**src/pva_pkg.sv**
```systemverilog
// pva_pkg: types and constants of the polyphonic voice allocator.
// Request and result words, event op codes, command codes, back-end states.
// No dependencies.
`default_nettype none

package pva_pkg;

	localparam int PVA_VOICES = 8;

	typedef enum logic [1:0] {
		OP_ON     = 2'd0,
		OP_OFF    = 2'd1,
		OP_ALLOFF = 2'd2,
		OP_FIN    = 2'd3
	} pva_op_t;

	typedef enum logic [1:0] {
		CMD_START   = 2'd0,
		CMD_RETRIG  = 2'd1,
		CMD_RELEASE = 2'd2,
		CMD_MUTE    = 2'd3
	} pva_cmd_code_t;

	typedef enum logic [1:0] {
		BK_IDLE,
		BK_SCAN,
		BK_FLUSH
	} pva_bk_state_t;

	typedef struct packed {
		logic [1:0] func;
		logic [6:0] key;
		logic [6:0] velocity;
		logic       source;
		logic [2:0] finished_voice;
	} pva_req_t;

	typedef struct packed {
		pva_cmd_code_t command;
		logic [2:0]    voice;
		logic [6:0]    note_key;
		logic [6:0]    note_velocity;
		logic          last;
	} pva_res_t;

	// classified event between front and back
	typedef struct packed {
		pva_op_t    op;
		logic [6:0] key;
		logic [6:0] velocity;
		logic       source;
		logic [2:0] fin;
	} pva_ev_t;

endpackage

`default_nettype wire

```
**src/pva_fifo.sv**
```systemverilog
// pva_fifo: two-entry word queue with full and empty flags.
// Generic storage; uses no package.
`default_nettype none

module pva_fifo #(
	parameter int W = 8
) (
	input  wire logic         clk,
	input  wire logic         arst_n,
	input  wire logic         push,
	input  wire logic [W-1:0] wdata,
	output logic              full,
	input  wire logic         pop,
	output logic              empty,
	output logic [W-1:0]      rdata
);

	logic [W-1:0] mem_q [2];
	logic         wr_q;
	logic         rd_q;
	logic [1:0]   cnt_q;
	logic         do_push;
	logic         do_pop;

	assign full    = cnt_q == 2'd2;
	assign empty   = cnt_q == 2'd0;
	assign rdata   = mem_q[rd_q];
	assign do_push = push && !full;
	assign do_pop  = pop && !empty;

	always_ff @(posedge clk or negedge arst_n) begin
		if (!arst_n) begin
			wr_q  <= 1'b0;
			rd_q  <= 1'b0;
			cnt_q <= 2'd0;
		end else begin
			if (do_push)
				wr_q <= !wr_q;
			if (do_pop)
				rd_q <= !rd_q;
			if (do_push && !do_pop)
				cnt_q <= cnt_q + 2'd1;
			else if (do_pop && !do_push)
				cnt_q <= cnt_q - 2'd1;
		end
	end

	always_ff @(posedge clk) begin
		if (do_push)
			mem_q[wr_q] <= wdata;
	end

endmodule

`default_nettype wire

```
**src/pva_front.sv**
```systemverilog
// pva_front: accepts request words, decodes the event kind, drops
// out-of-range voice-finished events, queues the rest. Uses pva_pkg, pva_fifo.
`default_nettype none

module pva_front #(
	parameter int VOICES = pva_pkg::PVA_VOICES
) (
	input  wire logic              clk,
	input  wire logic              arst_n,
	input  wire logic              push,
	input  wire pva_pkg::pva_req_t req,
	output logic                   full,
	output logic                   ev_vld,
	output pva_pkg::pva_ev_t       ev,
	input  wire logic              ev_pop
);
	import pva_pkg::*;

	pva_ev_t ev_d;
	logic    keep;
	logic    q_empty;

	always_comb begin
		ev_d.key      = req.key;
		ev_d.velocity = req.velocity;
		ev_d.source   = req.source;
		ev_d.fin      = req.finished_voice;
		keep          = 1'b1;
		unique case (req.func)
			OP_ON:     ev_d.op = OP_ON;
			OP_OFF:    ev_d.op = OP_OFF;
			OP_ALLOFF: ev_d.op = OP_ALLOFF;
			default: begin
				ev_d.op = OP_FIN;
				keep    = 32'(req.finished_voice) < VOICES;
			end
		endcase
	end

	pva_fifo #(.W($bits(pva_ev_t))) u_evq (
		.clk   (clk),
		.arst_n(arst_n),
		.push  (push && keep),
		.wdata (ev_d),
		.full  (full),
		.pop   (ev_pop),
		.empty (q_empty),
		.rdata (ev)
	);

	assign ev_vld = !q_empty;

endmodule

`default_nettype wire

```
**src/pva_back.sv**
```systemverilog
// pva_back: voice table, scan sequencer. Uses pva_pkg. Walks the voices one
// per cycle unless result queue full; emits start/retrigger/release/mute.
`default_nettype none

module pva_back #(
	parameter int VOICES = pva_pkg::PVA_VOICES
) (
	input  wire logic             clk,
	input  wire logic             arst_n,
	input  wire logic             ev_vld,
	input  wire pva_pkg::pva_ev_t ev,
	output logic                  ev_pop,
	output logic                  out_push,
	output pva_pkg::pva_res_t     out_word,
	input  wire logic             out_full
);
	import pva_pkg::*;

	localparam int IDX_W = (VOICES > 1) ? $clog2(VOICES) : 1;
	localparam logic [IDX_W-1:0] IDX_LAST = IDX_W'(VOICES - 1);

	pva_bk_state_t     state_q, state_d;
	pva_ev_t           ev_q;
	logic [IDX_W-1:0]  idx_q;
	logic [IDX_W-1:0]  rd_addr;
	logic [VOICES-1:0] active_q;
	logic [7:0]        mem [VOICES];
	logic [7:0]        rd_q;
	pva_res_t          hold_q, hold_d;
	logic              hold_vld_q;
	logic              idle_fnd_q;
	logic [IDX_W-1:0]  idle_idx_q;

	logic              cur_act;
	logic              src_hit;
	logic              key_hit;
	logic              scan_last;
	logic              load;
	logic              step;
	logic              fin_clr;
	logic              hold_set;
	logic              idle_set;
	logic              on_start;

	assign cur_act   = active_q[idx_q];
	assign src_hit   = cur_act && (rd_q[0] == ev_q.source);
	assign key_hit   = src_hit && (rd_q[7:1] == ev_q.key);
	assign scan_last = idx_q == IDX_LAST;

	always_comb begin
		state_d  = state_q;
		ev_pop   = 1'b0;
		load     = 1'b0;
		step     = 1'b0;
		fin_clr  = 1'b0;
		hold_set = 1'b0;
		hold_d   = hold_q;
		idle_set = 1'b0;
		on_start = 1'b0;
		out_push = 1'b0;
		out_word = hold_q;
		unique case (state_q)
			BK_IDLE: begin
				if (ev_vld) begin
					ev_pop = 1'b1;
					if (ev.op == OP_FIN) begin
						fin_clr = 1'b1;
					end else begin
						load    = 1'b1;
						state_d = BK_SCAN;
					end
				end
			end
			BK_SCAN: begin
				if (ev_q.op == OP_ON) begin
					step     = 1'b1;
					idle_set = !cur_act && !idle_fnd_q;
					if (key_hit && !hold_vld_q) begin
						hold_set = 1'b1;
						hold_d   = '{command: CMD_RETRIG, voice: 3'(idx_q),
							note_key: ev_q.key, note_velocity: ev_q.velocity, last: 1'b1};
					end
				end else if ((ev_q.op == OP_OFF) ? key_hit : src_hit) begin
					if (!hold_vld_q || !out_full) begin
						step     = 1'b1;
						hold_set = 1'b1;
						hold_d   = '{command: (ev_q.op == OP_OFF) ? CMD_RELEASE : CMD_MUTE,
							voice: 3'(idx_q), note_key: rd_q[7:1], note_velocity: 7'd0,
							last: 1'b0};
						if (hold_vld_q) begin
							out_push      = 1'b1;
							out_word.last = 1'b0;
						end
					end
				end else begin
					step = 1'b1;
				end
				if (step && scan_last)
					state_d = BK_FLUSH;
			end
			BK_FLUSH: begin
				if (hold_vld_q) begin
					if (!out_full) begin
						out_push      = 1'b1;
						out_word.last = 1'b1;
						state_d       = BK_IDLE;
					end
				end else if (ev_q.op == OP_ON && idle_fnd_q) begin
					if (!out_full) begin
						out_push = 1'b1;
						on_start = 1'b1;
						out_word = '{command: CMD_START, voice: 3'(idle_idx_q),
							note_key: ev_q.key, note_velocity: ev_q.velocity, last: 1'b1};
						state_d  = BK_IDLE;
					end
				end else begin
					state_d = BK_IDLE;
				end
			end
			default: state_d = BK_IDLE;
		endcase
	end

	always_comb begin
		if (state_q == BK_SCAN && !(step && scan_last))
			rd_addr = step ? idx_q + 1'b1 : idx_q;
		else
			rd_addr = '0;
	end

	always_ff @(posedge clk or negedge arst_n) begin
		if (!arst_n) begin
			state_q    <= BK_IDLE;
			idx_q      <= '0;
			active_q   <= '0;
			hold_vld_q <= 1'b0;
			idle_fnd_q <= 1'b0;
		end else begin
			state_q <= state_d;
			if (load) begin
				idx_q      <= '0;
				hold_vld_q <= 1'b0;
				idle_fnd_q <= 1'b0;
			end else begin
				if (step && !scan_last)
					idx_q <= idx_q + 1'b1;
				if (hold_set)
					hold_vld_q <= 1'b1;
				if (idle_set)
					idle_fnd_q <= 1'b1;
			end
			if (fin_clr)
				active_q[IDX_W'(ev.fin)] <= 1'b0;
			if (on_start)
				active_q[idle_idx_q] <= 1'b1;
		end
	end

	always_ff @(posedge clk) begin
		if (load)
			ev_q <= ev;
		if (hold_set)
			hold_q <= hold_d;
		if (idle_set)
			idle_idx_q <= idx_q;
		if (on_start)
			mem[idle_idx_q] <= {ev_q.key, ev_q.source};
		rd_q <= mem[rd_addr];
	end

endmodule

`default_nettype wire

```
**src/polyphonic_voice_allocator.sv**
```systemverilog
// polyphonic_voice_allocator: top level. Front decoder and event queue,
// back voice scanner, result queue. Uses pva_pkg, pva_front, pva_back, pva_fifo.
//
//   channel   handshake          word
//   request   push / full        req (pva_req_t)
//   result    pop / empty        cmd (pva_res_t)
//
// Note on, note off, all off: the back scanner walks one voice per cycle,
// stalling on a full result queue. Voice finished: cleared in idle, no scan.
// The front takes a word per cycle while its two-entry queue has room.
// Reset clears all voices to idle; no clearing pass.
`default_nettype none

module polyphonic_voice_allocator #(
	parameter int VOICES = pva_pkg::PVA_VOICES
) (
	input  wire logic              clk,
	input  wire logic              arst_n,
	input  wire logic              push,
	output logic                   full,
	input  wire pva_pkg::pva_req_t req,
	output logic                   empty,
	input  wire logic              pop,
	output pva_pkg::pva_res_t      cmd
);
	import pva_pkg::*;

	logic     ev_vld;
	pva_ev_t  ev;
	logic     ev_pop;
	logic     bk_push;
	pva_res_t bk_word;
	logic     out_full;

	pva_front #(.VOICES(VOICES)) u_front (
		.clk   (clk),
		.arst_n(arst_n),
		.push  (push),
		.req   (req),
		.full  (full),
		.ev_vld(ev_vld),
		.ev    (ev),
		.ev_pop(ev_pop)
	);

	pva_back #(.VOICES(VOICES)) u_back (
		.clk     (clk),
		.arst_n  (arst_n),
		.ev_vld  (ev_vld),
		.ev      (ev),
		.ev_pop  (ev_pop),
		.out_push(bk_push),
		.out_word(bk_word),
		.out_full(out_full)
	);

	pva_fifo #(.W($bits(pva_res_t))) u_resq (
		.clk   (clk),
		.arst_n(arst_n),
		.push  (bk_push),
		.wdata (bk_word),
		.full  (out_full),
		.pop   (pop),
		.empty (empty),
		.rdata (cmd)
	);

	a_no_push_full: assert property (@(posedge clk) disable iff (!arst_n)
		bk_push |-> !out_full)
		else $error("result word pushed into full queue");

	a_no_pop_empty: assert property (@(posedge clk) disable iff (!arst_n)
		ev_pop |-> ev_vld)
		else $error("event popped from empty queue");

	a_single_last: assert property (@(posedge clk) disable iff (!arst_n)
		(!empty && (cmd.command == CMD_START || cmd.command == CMD_RETRIG)) |-> cmd.last)
		else $error("start or retrigger without last mark");

endmodule

`default_nettype wire
```
**config.mk**
```make
export PLATFORM = sky130hd
export DESIGN_NAME = polyphonic_voice_allocator
export DESIGN_NICKNAME = d
export VERILOG_FILES = /design/src/pva_pkg.sv /design/src/pva_fifo.sv /design/src/pva_front.sv /design/src/pva_back.sv /design/src/polyphonic_voice_allocator.sv
export SDC_FILE = /design/constraint.sdc
export NUM_CORES = 1
export LEC_CHECK = 0
export BUFFER_PORTS_ARGS = -buffer_cell sky130_fd_sc_hd__buf_2
export CORE_ASPECT_RATIO = 0.7
export CORE_MARGIN = 10
export CORE_UTILIZATION = 55
export DETAILED_ROUTE_END_ITERATION = 12
export PLACE_DENSITY = 0.83
export SYNTH_ARGS = -nofsm -noshare
export SYNTH_HDL_FRONTEND = slang
export SYNTH_SLANG_ARGS = --single-unit
```
**constraint.sdc**
```tcl
create_clock -name clk -period 3.4 [get_ports clk]
set_input_delay 0.68 -clock clk [delete_from_list [all_inputs] [get_ports clk]]
set_output_delay 0.68 -clock clk [all_outputs]
set_load 0.01 [all_outputs]
```
==> results.toml, run 1 <==
[run_status]
status = "completed"

[synth]
synthFlopType = "edfxtp_1"
yosysSeqAreaShare_pct = 71.6
synth-edff-count = 184
syn-instance-count = 548
synthesis.area_mm2 = 0.00874
yosys_warnings = 0
syn_nets = 580
yosys.cell_types.count = 52
ys_ff_latch = 215
avgSynthCellArea_um2 = 15.9
ys_async_sr_fraction_pct = 10.7

[power_and_ir_drop]
p_sw_mw = 2.35
sw_frac_of_total_pct = 29.6
seqPwrFrac_pct = 49.3
finalPower_mw = 7.94
max-vdd-ir-drop_mv = 0.472
power_density_mw_per_mm2 = 802
p_clk_share_pct = 26.7
p_int_mw = 5.59
p_comb_share_pct = 24.0
p_leak_nw = 3.93

[setup_path]
worst_ep_required_time_ns = 3.84
r2r-end = "u_back.rd_q[7]"
r2r-start = "u_back.idx_q[0]"
critPathArrivalTime_ns = 3.55
crit_path_start_kind = "flop"
cp_max_fo = 16
r2r_cells = 8
endpoint_kind = "flop"
critical_path.startpoint = "u_back.idx_q[0]"
crit_type = "flop to flop"
reg2reg_setup_slack_ns = 0.28

[clocking]
cts.reportedPaths.clkPinSlew_ns = 0.06
cts_hold_buf = 0
cts_buffers = 20
cts_buffer_depth = 3
cts_setup_buffers = 0
cts_tree = "built"
ctsHtreeMaxLevel = 1
clock_latency_ns = 0.49
cts_resized = 0
cts-root-buf = "clkbuf_16"
clkSinkCount = 215

[sta]
period_share_pct = 91.7
hold_viol = 0
holdWs_ns = 0.181
setup-violations-final = 0
clock.fmax_mhz = 321
setup_slack_ns = 0.282
final.setup.tns_ns = 0
slew_viol_final = 0
rsz0062_at_grt = "no"
slew_headroom_pct = 38.1
fin_skew_ns = 0.0134
tightest_slew_ns = 0.929
fin_crit_ns = 3.12

[global_routing]
busiest_layer = "met2"
track_usage_pct = 15.3
grt_pass1_vias = 4800
grt_pass1_wl_um = 26000
grtUsageMet3_pct = 4.12
grt_overflow = 0
use_met2_pct = 23.5
met1_usage_pct = 21.4
grt_max_degree = 33
antenna_found_initial = 0

[die]
dieArea_mm2 = 0.0214
die_h_um = 125
start_util_pct = 56.2
die_x_um = 171
core.rowCount = 38
core-area_mm2 = 0.0155
ios = 46

[finish]
mostFrequentLayoutCells = "edfxtp_1 (184), nand2_1 (61), mux2_2 (53), mux2i_1 (52), buf_2 (45)"
layoutNonFillerInstCount = 835
stdcell_area_mm2 = 0.00990
nets = 653
area_growth_pct = 13.2
drive_gt1_share_pct = 25.0
layout_commonest_cell = "edfxtp_1"
final_util_pct = 63.7
diodes = 0

[routing]
wl_per_cell_um = 19.7
vias = 4651
routed_via_density = 5.57
drc = 0
drtIter0Drc = 416
drt.antenna.violating_nets = 0
drt_first_pass_iters = 7
drt-total-wl_um = 16500

[placed_design]
placed_cell_area_mm2 = 0.00927
io_buffers = 45
place.gp.congestion = 0.843
dp_hpwl_um = 11200
pre_cts_ws_ns = 0.341
dp.cells = 799

[job]
maxCapViolCount = 0

[hold_path]
hp-class = "primary input to async pin"
==> how the worst max path moves through the flow <==
stage | end | slack (ns) | cells past startpoint
6_report | u_back.rd_q[7] | 0.28 | 8
5_1_grt | u_back.rd_q[2] | 0.11 | 8
4_1_cts | u_back.rd_q[6] | 0.31 | 9
3_5_place_dp | u_back.rd_q[2] | 0.34 | 9
3_3_place_gp | u_back.rd_q[1] | 0.47 | 9
2_1_floorplan | u_resq.mem_q[0][0] | 0.15 | 8
==> cell usage after synthesis, types with 2 or more instances <==
library cell / n / area (µm²)
xnor2_1: 7 / 61.3
dfxtp_1: 8 / 160
mux2_2: 53 / 597
edfxtp_1: 184 / 5530
nand2_1: 61 / 229
and2_1: 11 / 68.8
inv_1: 8 / 30.0
clkbuf_1: 9 / 33.8
ha_1: 8 / 100
nand2b_1: 14 / 87.6
buf_12: 3 / 60.1
mux2_1: 2 / 22.5
dfrtp_1: 23 / 576
nand3b_1: 2 / 15.0
o21ai_0: 16 / 80.1
a31oi_1: 2 / 12.5
a21oi_1: 4 / 20.0
nor4_1: 2 / 12.5
or3_1: 2 / 12.5
nor2b_1: 3 / 18.8
nor2_1: 24 / 90.1
buf_6: 3 / 33.8
xor2_1: 12 / 105
mux2i_1: 52 / 521
buf_1: 2 / 7.51
a41oi_1: 2 / 17.5
nor3_1: 6 / 30.0
==> critical path, cell delays in order (launching register included) <==
cell and delay (ns):
dfrtp_1 0.60, mux2i_1 0.15, and3_4 0.20, or4_4 0.56, nor3_4 0.31, mux2_2 0.40
nand2_4 0.26, mux2i_1 0.37, mux2_2 0.21
==> layout make-up <==
| type | instances | area (µm²) |
|---|---|---|
| Fill cell | 1069 | 5650 |
| Clock buffer | 32 | 607 |
| Sequential cell | 215 | 6260 |
| Timing Repair Buffer | 69 | 418 |
| Inverter | 10 | 37.5 |
| Multi-Input combinational cell | 305 | 2300 |
| Tap cell | 200 | 250 |
| Clock inverter | 4 | 18.8 |
==> routing by layer <==
layer	up-vias	share of wire, %
li1	2173	-
met1	2265	45
met2	183	45
met3	30	8.1
met4	0	1.5
met5	-	0
==> flip-flops by register name, indices dropped and copies added (netlist names) <==
register,flops
u_resq.rd_q,1
u_back.hold_q,20
u_back.idle_idx_q,3
u_resq.cnt_q,2
u_resq.mem_q,40
u_front.u_evq.wr_q,1
u_front.u_evq.mem_q,40
u_back.hold_vld_q,1
u_resq.wr_q,1
u_back.mem,64
u_back.idx_q,3
u_front.u_evq.rd_q,1
u_back.active_q,8
u_front.u_evq.cnt_q,2
u_back.idle_fnd_q,1
u_back.rd_q,8
u_back.ev_q,17
u_back.state_q,2
==> kinds of logic after synthesis <==
| logic type | synth area share, % |
|---|---|
| flip-flops | 71.6 |
| AND/OR/NAND/NOR | 7.59 |
| multiplexers | 13.2 |
| AO/OA/AOI/OAI | 2.48 |
| buffers and inverters | 2.03 |
| XOR/XNOR | 1.90 |
| adder cells (fa/ha/maj) | 1.15 |
==> power by group through the flow <==
stage / logic (mW) / clock network, mW / registers (mW)
global route: 2.10 / 2.27 / 3.96
finish: 1.91 / 2.12 / 3.91
floorplan: 1.46 / 0 / 3.77
CTS: 1.92 / 2.15 / 3.90
global placement: 1.83 / 0 / 3.92
detailed placement: 1.90 / 0 / 3.95
No activity file was read; power rests on OpenSTA's default activity.
==> run 2, diff against run 1 <==
--- a/config.mk
+++ b/config.mk
@@ -8,9 +8,9 @@
 export BUFFER_PORTS_ARGS = -buffer_cell sky130_fd_sc_hd__buf_2
 export CORE_ASPECT_RATIO = 0.7
 export CORE_MARGIN = 10
-export CORE_UTILIZATION = 55
+export CORE_UTILIZATION = 29
 export DETAILED_ROUTE_END_ITERATION = 12
-export PLACE_DENSITY = 0.83
+export PLACE_DENSITY = 0.52
 export SYNTH_ARGS = -nofsm -noshare
 export SYNTH_HDL_FRONTEND = slang
 export SYNTH_SLANG_ARGS = --single-unit
==> run 2 against run 1 <==
Against the previous run:
- combinational power up 6%
- largest cell class unchanged
- critical path type unchanged
- critical path depth up 1
- core utilization down 29 points
- fmax down 3.3%
- sequential share of layout area down 2.4 points
- critical endpoint is now u_back.rd_q[3]
- flip-flop and latch count unchanged
- first-iteration DRC count down 1.2%
==> results.toml, run 2 (synthesized netlist as in run 1, its figures left out) <==
[placed_design]
io_buffers = 45
place.gp.congestion = 0.844
dp_hpwl_um = 12800
placed_cell_area_mm2 = 0.00953
dp.cells = 988
pre_cts_ws_ns = 0.208

[sta]
tightest_slew_ns = 0.982
slew_headroom_pct = 34.5
setup_slack_ns = 0.176
clock.fmax_mhz = 310
final.setup.tns_ns = 0
slew_viol_final = 0
hold_viol = 0
fin_skew_ns = 0.00763
holdWs_ns = 0.159
period_share_pct = 94.8
fin_crit_ns = 3.22
rsz0062_at_grt = "no"
setup-violations-final = 0

[power_and_ir_drop]
seqPwrFrac_pct = 46.2
p_leak_nw = 4.01
max-vdd-ir-drop_mv = 0.454
finalPower_mw = 8.45
power_density_mw_per_mm2 = 821
p_int_mw = 5.93
p_clk_share_pct = 30.0
sw_frac_of_total_pct = 29.8
p_comb_share_pct = 23.9
p_sw_mw = 2.52

[routing]
drt_first_pass_iters = 5
drt-total-wl_um = 18600
drc = 0
routed_via_density = 4.52
drt.antenna.violating_nets = 0
vias = 4648
drtIter0Drc = 411
wl_per_cell_um = 18.1

[finish]
layoutNonFillerInstCount = 1028
final_util_pct = 34.5
area_growth_pct = 17.8
largest_register_ffs = 64
diodes = 0
drive_gt1_share_pct = 26.3
top_register = "u_back.mem"
reg_top3 = "u_back.mem (64), u_front.u_evq.mem_q (40), u_resq.mem_q (40)"
nets = 659
layout_commonest_cell = "edfxtp_1"
stdcell_area_mm2 = 0.0103
mostFrequentLayoutCells = "edfxtp_1 (184), nand2_1 (61), mux2_2 (53), mux2i_1 (52), buf_2 (45)"

[global_routing]
grt_overflow = 0
grt_pass1_wl_um = 28300
grt_max_degree = 24
antenna_found_initial = 0
track_usage_pct = 9.82
grt_pass1_vias = 4706

[hold_path]
hp-class = "primary input to async pin"

[clocking]
cts-root-buf = "clkbuf_16"
cts.reportedPaths.clkPinSlew_ns = 0.06
cts_tree = "built"
clock_latency_ns = 0.51
cts_hold_buf = 0
cts_setup_buffers = 0
cts_resized = 0
ctsHtreeMaxLevel = 1
clkSinkCount = 215
cts_buffer_depth = 3
cts_buffers = 22

[setup_path]
cp_cell_sequence = "mux2i_1, and3_4, or4_4, nor3_4, mux2_4, buf_12, mux2i_1, mux2i_1, mux2_2"
critPathArrivalTime_ns = 3.62
critPathTopFamily = "multiplexers"
cpMaxStageDelayCell = "dfrtp_1"
crit_type = "flop to flop"
worst_ep_required_time_ns = 3.80
endpoint_kind = "flop"
crit_path_frequent_cell = "mux2i_1"
cpPeakStageDelay_ns = 0.59
crit_path_start_kind = "flop"
critPathBufInv = 1
cp_max_fo = 18

[die]
dieArea_mm2 = 0.0376
start_util_pct = 29.3
core-area_mm2 = 0.0298
core.rowCount = 53
die_x_um = 227
ios = 46
die_h_um = 165

[job]
maxCapViolCount = 0

[run_status]
status = "completed"
==> run 2: cell count changes in the layout (fill, tap and decap cells not counted), sizes merged <==
cell | before | now
clkbuf | 32 | 26
clkinv | 5 | 10
buf | 69 | 73
clkinvlp | 0 | 1
bufinv | 0 | 4
==> run 2: power by group through the flow <==
stage                     clock network (mW)  logic (mW)  registers (mW)
after detailed placement                   0        2.03            3.95
after global routing                    2.72        2.23            3.95
after global placement                     0        2.00            3.94
after CTS                               2.59        2.05            3.90
final                                   2.53        2.02            3.90
after floorplan                            0        1.46            3.77
==> run 2: layer usage <==
layer  global-route usage (%)  wire, µm  up-vias  part of all wire [%]
met5                        0         0        -                     0
li1                         -         -     2189                     -
met1                     16.0     10100     2306                    54
met2                     12.6      7160      126                    38
met3                     2.44      1110       27                   6.0
met4                     1.57       256        0                   1.4
==> run 2: cell type report <==
cell class | count | area [µm²]
inverters | 10 | 37.5
well taps | 385 | 482
repair buffers | 73 | 448
clock inverters | 14 | 173
multi-input cells | 305 | 2300
clock buffers | 26 | 587
fillers | 2893 | 19500
flip-flops and latches | 215 | 6260
==> run 2: path summary, 6_finish.rpt <==
path | from | end | slack, ns | cells past startpoint
max in group asynchronous | arst_n | u_back.active_q[0] | 2.86 | 1
min | arst_n | u_resq.rd_q | 0.16 | 1
max | u_back.idx_q[0] | u_back.rd_q[3] | 0.18 | 9
max reg2reg | u_back.idx_q[0] | u_back.rd_q[3] | 0.18 | 9
min in group clk | req[15] | u_front.u_evq.mem_q[1][15] | 0.36 | 1
min reg2reg | u_resq.wr_q | u_resq.wr_q | 0.49 | 1
==> run 2: worst reg2reg max path, stage by stage (launching register included) <==
cell	delay, ns
dfrtp_1	0.59
mux2i_1	0.15
and3_4	0.20
or4_4	0.56
nor3_4	0.31
mux2_4	0.44
buf_12	0.20
mux2i_1	0.22
mux2i_1	0.16
mux2_2	0.28
